<file path="src/sv/pogb_pkg.sv">
// ----------------------------------------------------------------------------
// pogb_pkg
// Constants, codes and types of the occupancy grid binner.
// ----------------------------------------------------------------------------
`default_nettype none

package pogb_pkg;

	localparam int GRID_SIDE   = 1024;
	localparam int WORD_CELLS  = 64;

	localparam int ROW_W       = $clog2(GRID_SIDE);
	localparam int COL_W       = $clog2(GRID_SIDE);
	localparam int BIT_W       = $clog2(WORD_CELLS);
	localparam int TOTAL_WORDS = GRID_SIDE * GRID_SIDE / WORD_CELLS;
	localparam int ADDR_W      = $clog2(TOTAL_WORDS);

	localparam int MM_W        = 17;
	localparam int CELL_W      = 8;
	localparam int CLOUD_W     = 10;
	localparam int IDX_W       = 14;
	localparam int OP_W        = 2;
	localparam int STATUS_W    = 3;
	localparam int COUNT_W     = 21;
	localparam int OUT_WORD_W  = 64;

	localparam int CELL_SCALE  = 10;
	localparam int D_W         = CELL_W + 4;
	localparam int DEN_W       = D_W + 1;
	localparam int NUM_W       = MM_W + 1;
	localparam int STEP_W      = $clog2(NUM_W);

	localparam int POP_DIGIT   = 4;
	localparam int POP_STEPS   = WORD_CELLS / POP_DIGIT;
	localparam int POPC_W      = $clog2(POP_STEPS);

	localparam logic [COUNT_W-1:0] COUNT_MAX = {COUNT_W{1'b1}};

	localparam int DATA_W      = 32;
	localparam int PADDR_W     = 4;
	localparam int REG_LSB     = 2;
	localparam int REG_IDX_W   = PADDR_W - REG_LSB;

	localparam logic signed [MM_W-1:0] HEIGHT_RESET = 17'sd1000;
	localparam logic [CELL_W-1:0]      CELL_RESET   = 8'd8;
	localparam logic [CLOUD_W-1:0]     CLOUDS_RESET = 10'd100;

	typedef enum logic [OP_W-1:0] {
		OP_POINT = 2'd0,
		OP_CLOUD = 2'd1,
		OP_READ  = 2'd2,
		OP_NULL  = 2'd3
	} opcode_t;

	typedef enum logic [STATUS_W-1:0] {
		ST_STORED = 3'd0,
		ST_HIGH   = 3'd1,
		ST_OUT    = 3'd2,
		ST_CLOUD  = 3'd3,
		ST_FRAME  = 3'd4,
		ST_READ   = 3'd5
	} status_t;

	typedef enum logic [REG_IDX_W-1:0] {
		REG_HEIGHT = 2'd0,
		REG_CELL   = 2'd1,
		REG_CLOUDS = 2'd2
	} reg_idx_t;

	typedef enum logic [2:0] {
		S_CLEAR,
		S_IDLE,
		S_DIV,
		S_RD,
		S_UPD,
		S_POP,
		S_DONE
	} state_t;

	typedef struct packed {
		logic signed [MM_W-1:0] height_limit;
		logic [CELL_W-1:0]      cell_size;
		logic [CLOUD_W-1:0]     clouds;
	} cfg_t;

endpackage

`default_nettype wire

</file>
<file path="src/sv/pogb_cfg.sv">
// ----------------------------------------------------------------------------
// pogb_cfg
// APB register file for height limit, cell size and clouds per frame.
// ----------------------------------------------------------------------------
`default_nettype none

module pogb_cfg (
	input  logic                          clk,
	input  logic                          arst_n,
	input  logic                          psel,
	input  logic                          penable,
	input  logic                          pwrite,
	input  logic [pogb_pkg::PADDR_W-1:0]  paddr,
	input  logic [pogb_pkg::DATA_W-1:0]   pwdata,
	output logic [pogb_pkg::DATA_W-1:0]   prdata,
	output logic                          pready,
	output pogb_pkg::cfg_t                cfg
);
	import pogb_pkg::*;

	cfg_t     cfg_q;
	reg_idx_t reg_idx;
	logic     wr_en;

	assign reg_idx = reg_idx_t'(paddr[PADDR_W-1:REG_LSB]);
	assign wr_en   = psel && penable && pwrite;

	always_ff @(posedge clk or negedge arst_n) begin
		if (!arst_n) begin
			cfg_q.height_limit <= HEIGHT_RESET;
			cfg_q.cell_size    <= CELL_RESET;
			cfg_q.clouds       <= CLOUDS_RESET;
		end else if (wr_en) begin
			case (reg_idx)
				REG_HEIGHT: begin
					cfg_q.height_limit <= $signed(pwdata[MM_W-1:0]);
				end
				REG_CELL: begin
					cfg_q.cell_size <= pwdata[CELL_W-1:0];
				end
				REG_CLOUDS: begin
					cfg_q.clouds <= pwdata[CLOUD_W-1:0];
				end
				default: begin
				end
			endcase
		end
	end

	always_comb begin
		case (reg_idx)
			REG_HEIGHT: prdata = DATA_W'($signed(cfg_q.height_limit));
			REG_CELL:   prdata = DATA_W'(cfg_q.cell_size);
			REG_CLOUDS: prdata = DATA_W'(cfg_q.clouds);
			default:    prdata = '0;
		endcase
	end

	assign pready = 1'b1;
	assign cfg    = cfg_q;

endmodule

`default_nettype wire

</file>
<file path="config.mk">
export PLATFORM = sky130hd
export DESIGN_NAME = pogb_cfg
export DESIGN_NICKNAME = d
export VERILOG_FILES = /design/src/sv/pogb_pkg.sv /design/src/sv/pogb_cfg.sv
export SDC_FILE = /design/constraint.sdc
export NUM_CORES = 1
export LEC_CHECK = 0
export ABC_AREA = 1
export BUFFER_PORTS_ARGS = -buffer_cell sky130_fd_sc_hd__buf_4
export CAP_MARGIN = 10
export CORE_ASPECT_RATIO = 1.1
export CORE_UTILIZATION = 25
export DETAILED_ROUTE_END_ITERATION = 8
export GPL_TIMING_DRIVEN = 0
export PLACE_DENSITY = 0.54
export SETUP_SLACK_MARGIN = 0.2
export SLEW_MARGIN = 20
export SYNTH_ARGS = -nofsm -noshare
export SYNTH_HDL_FRONTEND = slang
export SYNTH_SLANG_ARGS = --single-unit
</file>
<file path="constraint.sdc">
create_clock -name clk -period 1.5 [get_ports clk]
set_input_delay 0.3 -clock clk [delete_from_list [all_inputs] [get_ports clk]]
set_output_delay 0.3 -clock clk [all_outputs]
set_load 0.005 [all_outputs]
</file>
==> impl_metrics.csv <==
group,metric,value,unit
cells_and_area,antennaDiodeCount,0,
sta,worst_pin_slew,0.562,ns
sta,rsz0062_at_grt,"true",
drt,wl,5700,um
drt,drt-pass1-iter-count,4,
power,leakagePower,0.00168,uW
setup_path,cp.required,1.20,ns
synth,synthTopCellsByArea,"dfrtp_1, nand2_1, dfstp_2, buf_4, nand3_1",
sta,fin_skew,0,ns
setup_path,crit_type,"register to output pin",
cells_and_area,finalInstanceArea,3010,sq um
power,powerDensity,1070,nW/um^2
sta,slew_headroom,62.5,%
drt,drtIter0Drc,66,
sta,finalHoldViolCount,0,
placed_design,place.gp.congestion,0.706,
placed_design,dpl_cell_area,2520,sq um
clock_tree,ctsHtreeMaxLevel,2,
synth,synth_seq_area_share,51.2,%
cells_and_area,layout-drive-gt1-share,49.9,%
setup_path,endpoint_kind,"output pin",
clock_tree,path_clk_slew,0.07,ns
die,fp.coreArea,6630,sq um
global_route,track_usage,16.2,%
global_route,first_global_vias,1689,
synth,synth_top_cell_by_area,"dfrtp_1",
sta,timing.hold.ws,0.211,ns
global_route,grt_pass1_wl,8650,um
synth,synth_common_cells,"nand2_1, dfrtp_1, buf_4",
sta,final.period_utilization,97.8,%
clock_tree,clockBufferDepth,2,
synth,yosysWarnings,0,
synth,yosysMostFrequentCell,"nand2_1",
cells_and_area,area_growth,73.5,%
outcome,outcome,"finished clean",
setup_path,reg2regPathDepth,4,
synth,synth-edff-count,0,
setup_path,cp_max_fo,12,
placed_design,dp_hpwl,3740,um
drt,avgViaCountPerCell,4.18,
setup_path,crit_arrival,1.17,ns
sta,period_minus_slack,1.47,ns
cells_and_area,fin_util,45.4,%
placed_design,place.port_buffers,90,
drt,drc,0,
die,die_area,7280,sq um
cells_and_area,nNetsFinal,393,
global_route,grt_max_degree,36,
clock_tree,clock-sinks,35,
sta,maxSlewViolCount,0,
synth,synth_top_area_share,36.0,%
hold_path,holdCritPathClass,"input pin to register",
sta,setup_violations,0,
drt,num_vias,1817,
sta,fmax,682,MHz
synth,ys_types,16,
synth,syn_area_per_cell,7.52,sq um
clock_tree,clk_latency,0.29,ns
cells_and_area,largest_reg_flops,35,
drt,drtAntennaViolNets,0,
power,ir_drop,0.498,mV
die,fp-row-count,31,
global_route,grt_overflow_total,0,
synth,ys_ff_latch,35,
synth,synthArstFlopShare,100,%
global_route,antenna_found_initial,0,
die,die_w,81.5,um
synth,syn_area,1740,sq um
drt,wl_per_cell,13.1,um
clock_tree,cts_tree,"built",
hold_path,hold_depth,3,
run,maxCapViolations,0,
die,io-pin-count,109,
synth,synth_flop_cell,"dfrtp_1",
synth,syn_inst,231,
die,initial_core_util,26.2,%
clock_tree,cts_root_buf,"clkbuf_8",
setup_path,cp-start-kind,"register",
clock_tree,cts_buffers,5,
synth,syn-num-nets,272,
die,die_h,89.4,um
==> path summary, 6_finish.rpt <==
path                                           from                  end  slack (ns)
worst max-delay path            cfg[34]$_DFFE_PN0P_           prdata[23]        0.03
worst min-delay path                     pwdata[11]  cfg[29]$_DFFE_PN0P_        0.21
worst max register to register  cfg[25]$_DFFE_PN1P_  cfg[25]$_DFFE_PN1P_        0.61
worst min register to register  cfg[27]$_DFFE_PN1P_  cfg[27]$_DFFE_PN1P_        0.47
max in group asynchronous                    arst_n  cfg[24]$_DFFE_PN1P_        0.64
min in group asynchronous                    arst_n  cfg[33]$_DFFE_PN0P_        0.51
==> per-stage QoR <==
step / TNS [ns] / power (uW) / cells / setup WS, ns
final: 0 / 3230 / 435 / 0.0331
after global routing: -0.165 / 3440 / 435 / -0.0239
after CTS: 0 / 3090 / 421 / 0.00990
after detailed placement: -0.248 / 2220 / 403 / -0.0415
after global placement: -0.0464 / 2210 / 403 / -0.0152
after floorplan: 0 / 1640 / 231 / 0.315
==> final cells by class <==
| class | count | area [sq um] |
|---|---|---|
| Tap cell | 82 | 103 |
| Timing Repair Buffer | 113 | 962 |
| Fill cell | 695 | 3620 |
| Buffer | 20 | 174 |
| Clock inverter | 1 | 7.51 |
| Inverter | 12 | 55.1 |
| Multi-Input combinational cell | 164 | 719 |
| Sequential cell | 35 | 888 |
| Timing Repair inverter | 1 | 7.51 |
| Clock buffer | 7 | 96.3 |
==> cell usage in the layout, fill, tap and decap left out, drive strengths merged <==
cell           n
buf          132
clkbuf         7
clkinvlp       2
conb           1
dfrtp         25
dfstp         10
dlygate4sd3    1
inv           12
nand2        142
nand3          9
nor2          12
==> report_power, final <==
part | internal (uW) | total [uW] | switching [uW]
registers | 1180 | 1330 | 150
logic | 696 | 1130 | 430
clock network | 418 | 771 | 353
==> routing by layer <==
| metal | up-vias | wire, um | track usage, % | share of wire (%) |
|---|---|---|---|---|
| li1 | 914 | - | - | - |
| met1 | 839 | 2470 | 20.8 | 43 |
| met2 | 57 | 2780 | 27.0 | 49 |
| met3 | 7 | 388 | 3.78 | 6.8 |
| met4 | 0 | 58 | 4.87 | 1.0 |
| met5 | - | 0 | 0 | 0 |
==> worst max-delay path, cell delays in order, from the launching register on <==
cell and delay (ns):
dfrtp_1 0.39, inv_2 0.07, nor2_4 0.04, buf_12 0.13
buf_4 0.12, buf_4 0.12
==> cell families after synthesis <==
logic type / share of synthesized area (%)
and+or+nand+nor: 37.6
DFF: 51.2
buffers and inverters: 11.0
other: 0.216
==> what timing repair did <==
item / CTS / global route
hold buffers: 1 / 0
endpoints found under the hold margin: 25 / 0
setup buffers: 8 / 12
cloned: 1 / 2
endpoints found under the setup margin: 26 / 30
pin swaps: 8 / 11
gates resized for setup: 18 / 40
Power figures use the tool's default switching activity.
