## src/sv/pogb_pkg.sv

```systemverilog
// ----------------------------------------------------------------------------
// pogb_pkg
// Constants, codes and types of the occupancy grid binner.
// ----------------------------------------------------------------------------
`default_nettype none

package pogb_pkg;

	localparam int GRID_SIDE   = 1024;
	localparam int WORD_CELLS  = 64;

	localparam int ROW_W       = $clog2(GRID_SIDE);
	localparam int COL_W       = $clog2(GRID_SIDE);
	localparam int BIT_W       = $clog2(WORD_CELLS);
	localparam int TOTAL_WORDS = GRID_SIDE * GRID_SIDE / WORD_CELLS;
	localparam int ADDR_W      = $clog2(TOTAL_WORDS);

	localparam int MM_W        = 17;
	localparam int CELL_W      = 8;
	localparam int CLOUD_W     = 10;
	localparam int IDX_W       = 14;
	localparam int OP_W        = 2;
	localparam int STATUS_W    = 3;
	localparam int COUNT_W     = 21;
	localparam int OUT_WORD_W  = 64;

	localparam int CELL_SCALE  = 10;
	localparam int D_W         = CELL_W + 4;
	localparam int DEN_W       = D_W + 1;
	localparam int NUM_W       = MM_W + 1;
	localparam int STEP_W      = $clog2(NUM_W);

	localparam int POP_DIGIT   = 4;
	localparam int POP_STEPS   = WORD_CELLS / POP_DIGIT;
	localparam int POPC_W      = $clog2(POP_STEPS);

	localparam logic [COUNT_W-1:0] COUNT_MAX = {COUNT_W{1'b1}};

	localparam int DATA_W      = 32;
	localparam int PADDR_W     = 4;
	localparam int REG_LSB     = 2;
	localparam int REG_IDX_W   = PADDR_W - REG_LSB;

	localparam logic signed [MM_W-1:0] HEIGHT_RESET = 17'sd1000;
	localparam logic [CELL_W-1:0]      CELL_RESET   = 8'd8;
	localparam logic [CLOUD_W-1:0]     CLOUDS_RESET = 10'd100;

	typedef enum logic [OP_W-1:0] {
		OP_POINT = 2'd0,
		OP_CLOUD = 2'd1,
		OP_READ  = 2'd2,
		OP_NULL  = 2'd3
	} opcode_t;

	typedef enum logic [STATUS_W-1:0] {
		ST_STORED = 3'd0,
		ST_HIGH   = 3'd1,
		ST_OUT    = 3'd2,
		ST_CLOUD  = 3'd3,
		ST_FRAME  = 3'd4,
		ST_READ   = 3'd5
	} status_t;

	typedef enum logic [REG_IDX_W-1:0] {
		REG_HEIGHT = 2'd0,
		REG_CELL   = 2'd1,
		REG_CLOUDS = 2'd2
	} reg_idx_t;

	typedef enum logic [2:0] {
		S_CLEAR,
		S_IDLE,
		S_DIV,
		S_RD,
		S_UPD,
		S_POP,
		S_DONE
	} state_t;

	typedef struct packed {
		logic signed [MM_W-1:0] height_limit;
		logic [CELL_W-1:0]      cell_size;
		logic [CLOUD_W-1:0]     clouds;
	} cfg_t;

endpackage

`default_nettype wire

```

## src/sv/pogb_div.sv

```systemverilog
// ----------------------------------------------------------------------------
// pogb_div
// Bit-serial restoring divider, one quotient bit per cycle.
// ----------------------------------------------------------------------------
`default_nettype none

module pogb_div (
	input  logic                       clk,
	input  logic                       arst_n,
	input  logic                       start,
	input  logic [pogb_pkg::NUM_W-1:0] numer,
	input  logic [pogb_pkg::DEN_W-1:0] denom,
	output logic [pogb_pkg::NUM_W-1:0] quot,
	output logic                       done
);
	import pogb_pkg::*;

	logic [NUM_W-1:0]  num_q;
	logic [NUM_W-1:0]  quot_q;
	logic [DEN_W-1:0]  den_q;
	logic [DEN_W-1:0]  rem_q;
	logic [STEP_W-1:0] cnt_q;
	logic              busy_q;
	logic              done_q;
	logic [DEN_W:0]    trial;
	logic [DEN_W:0]    diff;
	logic              fits;

	assign trial = {rem_q, num_q[NUM_W-1]};
	assign diff  = trial - {1'b0, den_q};
	assign fits  = trial >= {1'b0, den_q};

	always_ff @(posedge clk or negedge arst_n) begin
		if (!arst_n) begin
			busy_q <= 1'b0;
			done_q <= 1'b0;
			cnt_q  <= '0;
		end else begin
			done_q <= 1'b0;
			if (start) begin
				busy_q <= 1'b1;
				cnt_q  <= '0;
			end else if (busy_q) begin
				cnt_q <= cnt_q + STEP_W'(1);
				if (cnt_q == STEP_W'(NUM_W - 1)) begin
					busy_q <= 1'b0;
					done_q <= 1'b1;
				end
			end
		end
	end

	always_ff @(posedge clk) begin
		if (start) begin
			num_q  <= numer;
			den_q  <= denom;
			rem_q  <= '0;
			quot_q <= '0;
		end else if (busy_q) begin
			num_q  <= {num_q[NUM_W-2:0], 1'b0};
			rem_q  <= fits ? diff[DEN_W-1:0] : trial[DEN_W-1:0];
			quot_q <= {quot_q[NUM_W-2:0], fits};
		end
	end

	assign quot = quot_q;
	assign done = done_q;

endmodule

`default_nettype wire

```

## config.mk

```make
export PLATFORM = sky130hd
export DESIGN_NAME = pogb_div
export DESIGN_NICKNAME = d
export VERILOG_FILES = /design/src/sv/pogb_pkg.sv /design/src/sv/pogb_div.sv
export SDC_FILE = /design/constraint.sdc
export NUM_CORES = 1
export LEC_CHECK = 0
export BUFFER_PORTS_ARGS = -buffer_cell sky130_fd_sc_hd__buf_2
export CAP_MARGIN = 40
export CORE_UTILIZATION = 57
export CTS_CLUSTER_DIAMETER = 150
export DETAILED_ROUTE_END_ITERATION = 16
export PLACE_DENSITY_LB_ADDON = 0.05
export SYNTH_ARGS = -nofsm -noshare
export SYNTH_HDL_FRONTEND = slang
export SYNTH_SLANG_ARGS = --single-unit
```

## constraint.sdc

```tcl
create_clock -name clk -period 2.6 [get_ports clk]
set_input_delay 0.13 -clock clk [delete_from_list [all_inputs] [get_ports clk]]
set_output_delay 0.13 -clock clk [all_outputs]
set_load 0.01 [all_outputs]
```

==> impl_metrics.toml, run 1 <==
[global_routing]
grt-ovfl-total = 0
grt_first_pass_wirelength_um = 10900
grt_max_degree = 49
antenna_found_initial = 0
grt_util_all_layers = 0.227
grt_pass1_vias = 2390

[logic_synthesis]
synth_seq_cells = 69
yosys_warnings = 0
post-synth-top-count-cell = "nor2_1"
ys_types = 57
netlist_top_cells_area = "edfxtp_1 (27%), dfxtp_1 (18%), mux2_2 (5.8%)"
ys_seq_area_frac = 0.494
synthTopCellsByCount = "nor2_1 (40), dfxtp_1 (31), edfxtp_1 (31)"
synth_top_area_frac = 0.266
synth_area_leader_cell = "edfxtp_1"
avgSynthCellArea_um2 = 10.7
netlist_area_um2 = 3490
synthArstFlopShare = 0.101
synth_ff_type = "edfxtp_1"
synth-edff-count = 31
synthCells = 328
syn_nets = 378

[clock_tree]
htreeDepth = 3
root_buffer = "clkbuf_8"
cts_made_buffers = 9
clkTransAtPathRegs_ps = 80
clk-insertion-delay-late_ps = 350
cts_tree = "built"
clockBufferDepth = 2
clock-sinks = 69

[power]
switching_share = 0.342
power_leakage_nw = 1.96
cellPowerDensity_nw_per_um2 = 849
net-switching-power_mw = 1.21
p_clk_frac = 0.253
power_frac_comb = 0.355
intPower_mw = 2.32
sequentialPowerShare = 0.392
ir_drop_mv = 0.526

[run]
maxCapViolCount = 0

[placement]
placed_area_um2 = 3810
io_buffer_count = 52
place_hpwl_um = 4560
routabilityCongestion = 0.890

[route]
drt_first_pass_iters = 4
final_antenna_net_count = 0
routedWlPerCell_um = 14.1
vias = 2565
vias_per_cell = 5.43
drc = 0
wl_um = 6670
drt_iter0_drc = 89

[worst_setup_path]
path_max_fanout = 7
r2r_setup_slack_ps = 160
cp.required_ps = 2850
cp.arrival_ps = 2690
critical_path_class = "reg2reg"
path_cells = "inv_1, ha_1, fa_1, nand2b_1, a21oi_2, o311a_4, or2_1, o21ai_0, a311oi_1"
slowest_stage = "fa_1"
cp-end-kind = "flip-flop"
critPathMaxStageDelay_ps = 390
worstSetupStartpointType = "flip-flop"

[finish]
drive_above_1_share = 0.259
nets = 442
final_area_um2 = 4150
antennaDiodeCount = 0
final_util = 0.701
syn2layout_area_growth_pct = 18.8

[sta]
maxSlewHeadroom = 0.501
tightest_slew_ps = 747
finalHoldViolCount = 0
period_share = 0.940
setup_viol = 0
period_needed_ps = 2440
worst_clock_skew_ps = 12.7
slew_viol_final = 0
fmax_ghz = 0.409

[die]
die-width_um = 80.3
initial_core_util = 0.590
fp.dieArea_um2 = 6450
core_area_um2 = 5920
num_io_pins = 53
row_count = 28
die_h_um = 80.3

[run_status]
status = "complete, no violations"

[hold_path]
hold_class = "in2reg"
area by class of cell:
type	count	area [um2]
fill	465	1770
sequential	69	1730
multi-input combinational	221	1620
timing repair buffer	71	438
clock buffer	11	141
tap	75	93.8
inverter	20	75.1
clock inverter	5	56.3
stage by stage:
| stage | instances | TNS [ps] | total power [mW] | worst slack (ps) | hold WS [ps] |
|---|---|---|---|---|---|
| 4_1_cts | 472 | 0 | 3.53 | 95.2 | 48.5 |
| 6_report | 472 | 0 | 3.53 | 156 | 65.0 |
| 5_1_grt | 472 | -17.4 | 3.77 | -17.4 | 60.0 |
| 3_5_place_dp | 442 | 0 | 2.62 | 130 | -27.7 |
| 3_3_place_gp | 442 | 0 | 2.60 | 209 | -34.2 |
| 2_1_floorplan | 328 | 0 | 2.35 | 300 | -166 |
what timing repair did:
action / 4_1_cts / 5_1_grt
endpoints found under the setup margin: 0 / 4
resized for setup: 0 / 2
hold endpoints to repair: 20 / 0
hold buffers: 14 / 0
setup buffers: 0 / 0
routing by layer:
metal | share of wire | global-route usage
met1 | 0.45 | 0.284
met2 | 0.48 | 0.359
met3 | 0.039 | 0.0636
met4 | 0.031 | 0.113
met5 | 0 | 0
sequential cells by signal, indices dropped and copies added (netlist names):
name,cells
num_q,18
rem_q,13
quot,18
done,1
busy_q,1
den_q,13
cnt_q,5
layout by cell type, fill, tap and decap left out, types with 5 or more instances in the layout:
cell / n
a21oi_1: 10
a311oi_1: 6
buf_2: 52
buf_4: 5
clkbuf_8: 10
dfrtp_1: 6
dfxtp_1: 31
dlygate4sd3_1: 14
edfxtp_1: 31
ha_1: 15
inv_1: 20
mux2_2: 18
mux2i_1: 20
nand2_1: 22
nand3_1: 7
nor2_1: 40
o21ai_0: 11
xor2_1: 6
final timing paths:
path                                       from                     end  depth (start not counted)
max                         num_q[17]$_DFFE_PP_   rem_q[3]$_SDFFE_PP0P_                          9
min                                    numer[0]  num_q[0]$_SDFFCE_PN0P_                          2
max reg2reg                 num_q[17]$_DFFE_PP_   rem_q[3]$_SDFFE_PP0P_                          9
min reg2reg                quot[0]$_SDFFE_PP0P_    quot[0]$_SDFFE_PP0P_                          2
max in group asynchronous                arst_n        busy_q$_DFF_PN0_                          2
min in group asynchronous                arst_n    cnt_q[4]$_DFFE_PN0P_                          2
worst max-delay path, delay by kind of cell, from the launching register on:
family / cells / cell delay [ps]
AND/OR/NAND/NOR: 2 / 490
adder cells (fa/ha/maj): 2 / 610
AO/OA/AOI/OAI: 4 / 880
buffers and inverters: 1 / 50
flip-flops: 1 / 320
power groups by stage:
stage          combinational [mW]  sequential [mW]  clock, mW
6_report                     1.25             1.38      0.893
5_1_grt                      1.40             1.40      0.960
4_1_cts                      1.23             1.39      0.910
3_5_place_dp                 1.21             1.41          0
3_3_place_gp                 1.19             1.41          0
2_1_floorplan               0.973             1.37          0
kinds of logic after synthesis:
kind of cell | count (synthesis) | share of synthesized area
xor gates and xnor gates | 10 | 0.0251
buffers and inverters | 38 | 0.0448
adders and majority gates | 16 | 0.0594
AOI/OAI and AO/OA | 58 | 0.124
and+or+nand+nor | 99 | 0.137
DFF | 69 | 0.494
muxes | 38 | 0.115
Power figures use the tool's default switching activity.
==> inputs of run 2 (changes only) <==
--- a/config.mk
+++ b/config.mk
@@ -10,4 +10,5 @@
 export CORE_UTILIZATION = 57
 export CTS_CLUSTER_DIAMETER = 150
+export CTS_CLUSTER_SIZE = 25
 export DETAILED_ROUTE_END_ITERATION = 16
 export PLACE_DENSITY_LB_ADDON = 0.05
==> constraint.sdc (replaced) <==
create_clock -name clk -period 2.6 [get_ports clk]
set_input_delay 0.39 -clock clk [delete_from_list [all_inputs] [get_ports clk]]
set_output_delay 0.39 -clock clk [all_outputs]
set_load 0.01 [all_outputs]
==> run 2 against run 1 <==
  * Register-to-register slack barely moved
  * Combinational power barely moved
  * Final area fell by 2.2%
  * Sequential power hardly changed
  * Clock skew is 1.1 ps lower
  * Core utilization is 1.5 points lower
  * Count of clock-buffer cells in the layout decreased by 1
  * Flip-flop and latch count unchanged
  * Critical path type unchanged
  * Largest power group unchanged
==> impl_metrics.toml, run 2 (synthesis results as in run 1) <==
[sta]
rsz0062_at_grt = "true"
fmax_ghz = 0.407
whs_ps = 218
finalHoldViolCount = 0
period_share = 0.944
setup_viol = 0
tightest_slew_ps = 741
worst_clock_skew_ps = 11.6
slew_viol_final = 0
maxSlewHeadroom = 0.505
period_needed_ps = 2450

[clock_tree]
cts_tree = "built"
cts_made_buffers = 9
clkTransAtPathRegs_ps = 80
clk-insertion-delay-late_ps = 350
clock-sinks = 69
clockBufferDepth = 2
root_buffer = "clkbuf_8"
htreeDepth = 3

[finish]
nets = 430
antennaDiodeCount = 0
drive_above_1_share = 0.278
syn2layout_area_growth_pct = 16.3
final_common_cell = "buf_2"
layout_common_cells = "buf_2 (52), nor2_1 (40), edfxtp_1 (31), dfxtp_1 (31), nand2_1 (22)"
fin_cells = 460

[power]
total_power_mw = 3.61
power_leakage_nw = 1.92
ir_drop_mv = 0.604
cellPowerDensity_nw_per_um2 = 889

[worst_setup_path]
path_max_fanout = 12
path_cells = "inv_1, ha_1, and2_4, and4_4, o311a_4, nor2_4, mux2_2, a211oi_1"
crit_family = "simple AND/OR/NAND/NOR gates"
critical_path_class = "reg2reg"
slowest_stage = "o311a_4"
cp.required_ps = 2860
cp.arrival_ps = 2720
worstSetupStartpointType = "flip-flop"
cp-end-kind = "flip-flop"
path_buf_inv = 1
critPathMaxStageDelay_ps = 390

[hold_path]
hold_class = "in2reg"

[global_routing]
grt_pass1_vias = 2471
grt_max_degree = 49
use_met2 = 0.379
met1_usage = 0.290
grt_first_pass_wirelength_um = 11100
grt_util_all_layers = 0.230
grt-ovfl-total = 0
use_met3 = 0.0557
antenna_found_initial = 0
grt.busiest_layer = "met2"

[placement]
place_hpwl_um = 4750
io_buffer_count = 52
dp_cells = 442
routabilityCongestion = 0.943

[route]
routedWlPerCell_um = 14.9
drc = 0
vias_per_cell = 5.57
drt_first_pass_iters = 4
vias = 2563
wl_um = 6860
final_antenna_net_count = 0
drt_iter0_drc = 169

[die]
core_area_um2 = 5920
num_io_pins = 53
die-width_um = 80.3
fp.dieArea_um2 = 6450
initial_core_util = 0.590
die_h_um = 80.3
row_count = 28

[run]
maxCapViolCount = 0

[run_status]
status = "complete, no violations"
==> run 2: area by class of cell <==
| class | count | area, um2 |
|---|---|---|
| Sequential cell | 69 | 1730 |
| Multi-Input combinational cell | 221 | 1630 |
| Timing Repair Buffer | 59 | 315 |
| Tap cell | 75 | 93.8 |
| Fill cell | 462 | 1860 |
| Clock inverter | 6 | 76.3 |
| Clock buffer | 10 | 149 |
| Inverter | 20 | 75.1 |
==> run 2: layer usage <==
| metal | routed length, um | vias to the layer above | share of wire |
|---|---|---|---|
| li1 | - | 1284 | - |
| met1 | 3130 | 1215 | 0.46 |
| met2 | 3410 | 51 | 0.50 |
| met3 | 217 | 13 | 0.032 |
| met4 | 97 | 0 | 0.014 |
| met5 | 0 | - | 0 |
==> run 2: path summary, 6_finish.rpt <==
path / startpoint / end / slack, ps / cells past startpoint
max: den_q[3]$_DFFE_PP_ / rem_q[0]$_SDFFE_PP0P_ / 150 / 8
min: denom[12] / den_q[12]$_DFFE_PP_ / 220 / 1
max in group asynchronous: arst_n / busy_q$_DFF_PN0_ / 2040 / 2
min in group asynchronous: arst_n / cnt_q[0]$_DFFE_PN0P_ / 390 / 2
max reg2reg: den_q[3]$_DFFE_PP_ / rem_q[0]$_SDFFE_PP0P_ / 150 / 8
min reg2reg: quot[17]$_SDFFE_PP0P_ / quot[17]$_SDFFE_PP0P_ / 490 / 2
==> run 2: worst register-to-register path, delay by kind of cell, from the launching register on <==
kind / cells / cell delay [ps]
multiplexers: 1 / 380
flip-flops: 1 / 360
buffers and inverters: 1 / 50
AO/OA/AOI/OAI: 2 / 600
AND/OR/NAND/NOR: 3 / 640
adder cells (fa/ha/maj): 1 / 340
==> run 2: what timing repair did <==
action | CTS | global route
buffers inserted | 0 | 1
resized for setup | 0 | 4
setup endpoints to repair | 0 | 7
endpoints found under the hold margin | 7 | 0
hold buffers | 1 | 0
==> run 2: stage by stage <==
step / util / TNS (ps) / instance area (um2) / setup slack, ps
after floorplan: - / 0 / 3490 / 300
after global placement: 0.643 / 0 / 3810 / 118
after detailed placement: 0.643 / 0 / 3810 / 39.2
after CTS: 0.683 / 0 / 4040 / 1.82
after global routing: 0.686 / -4.65 / 4060 / -4.65
final: 0.686 / 0 / 4060 / 145
==> run 2: power by group <==
part / internal, mW / switching, mW / total (mW)
Combinational: 0.562 / 0.696 / 1.26
Clock: 0.518 / 0.448 / 0.966
Sequential: 1.28 / 0.105 / 1.39
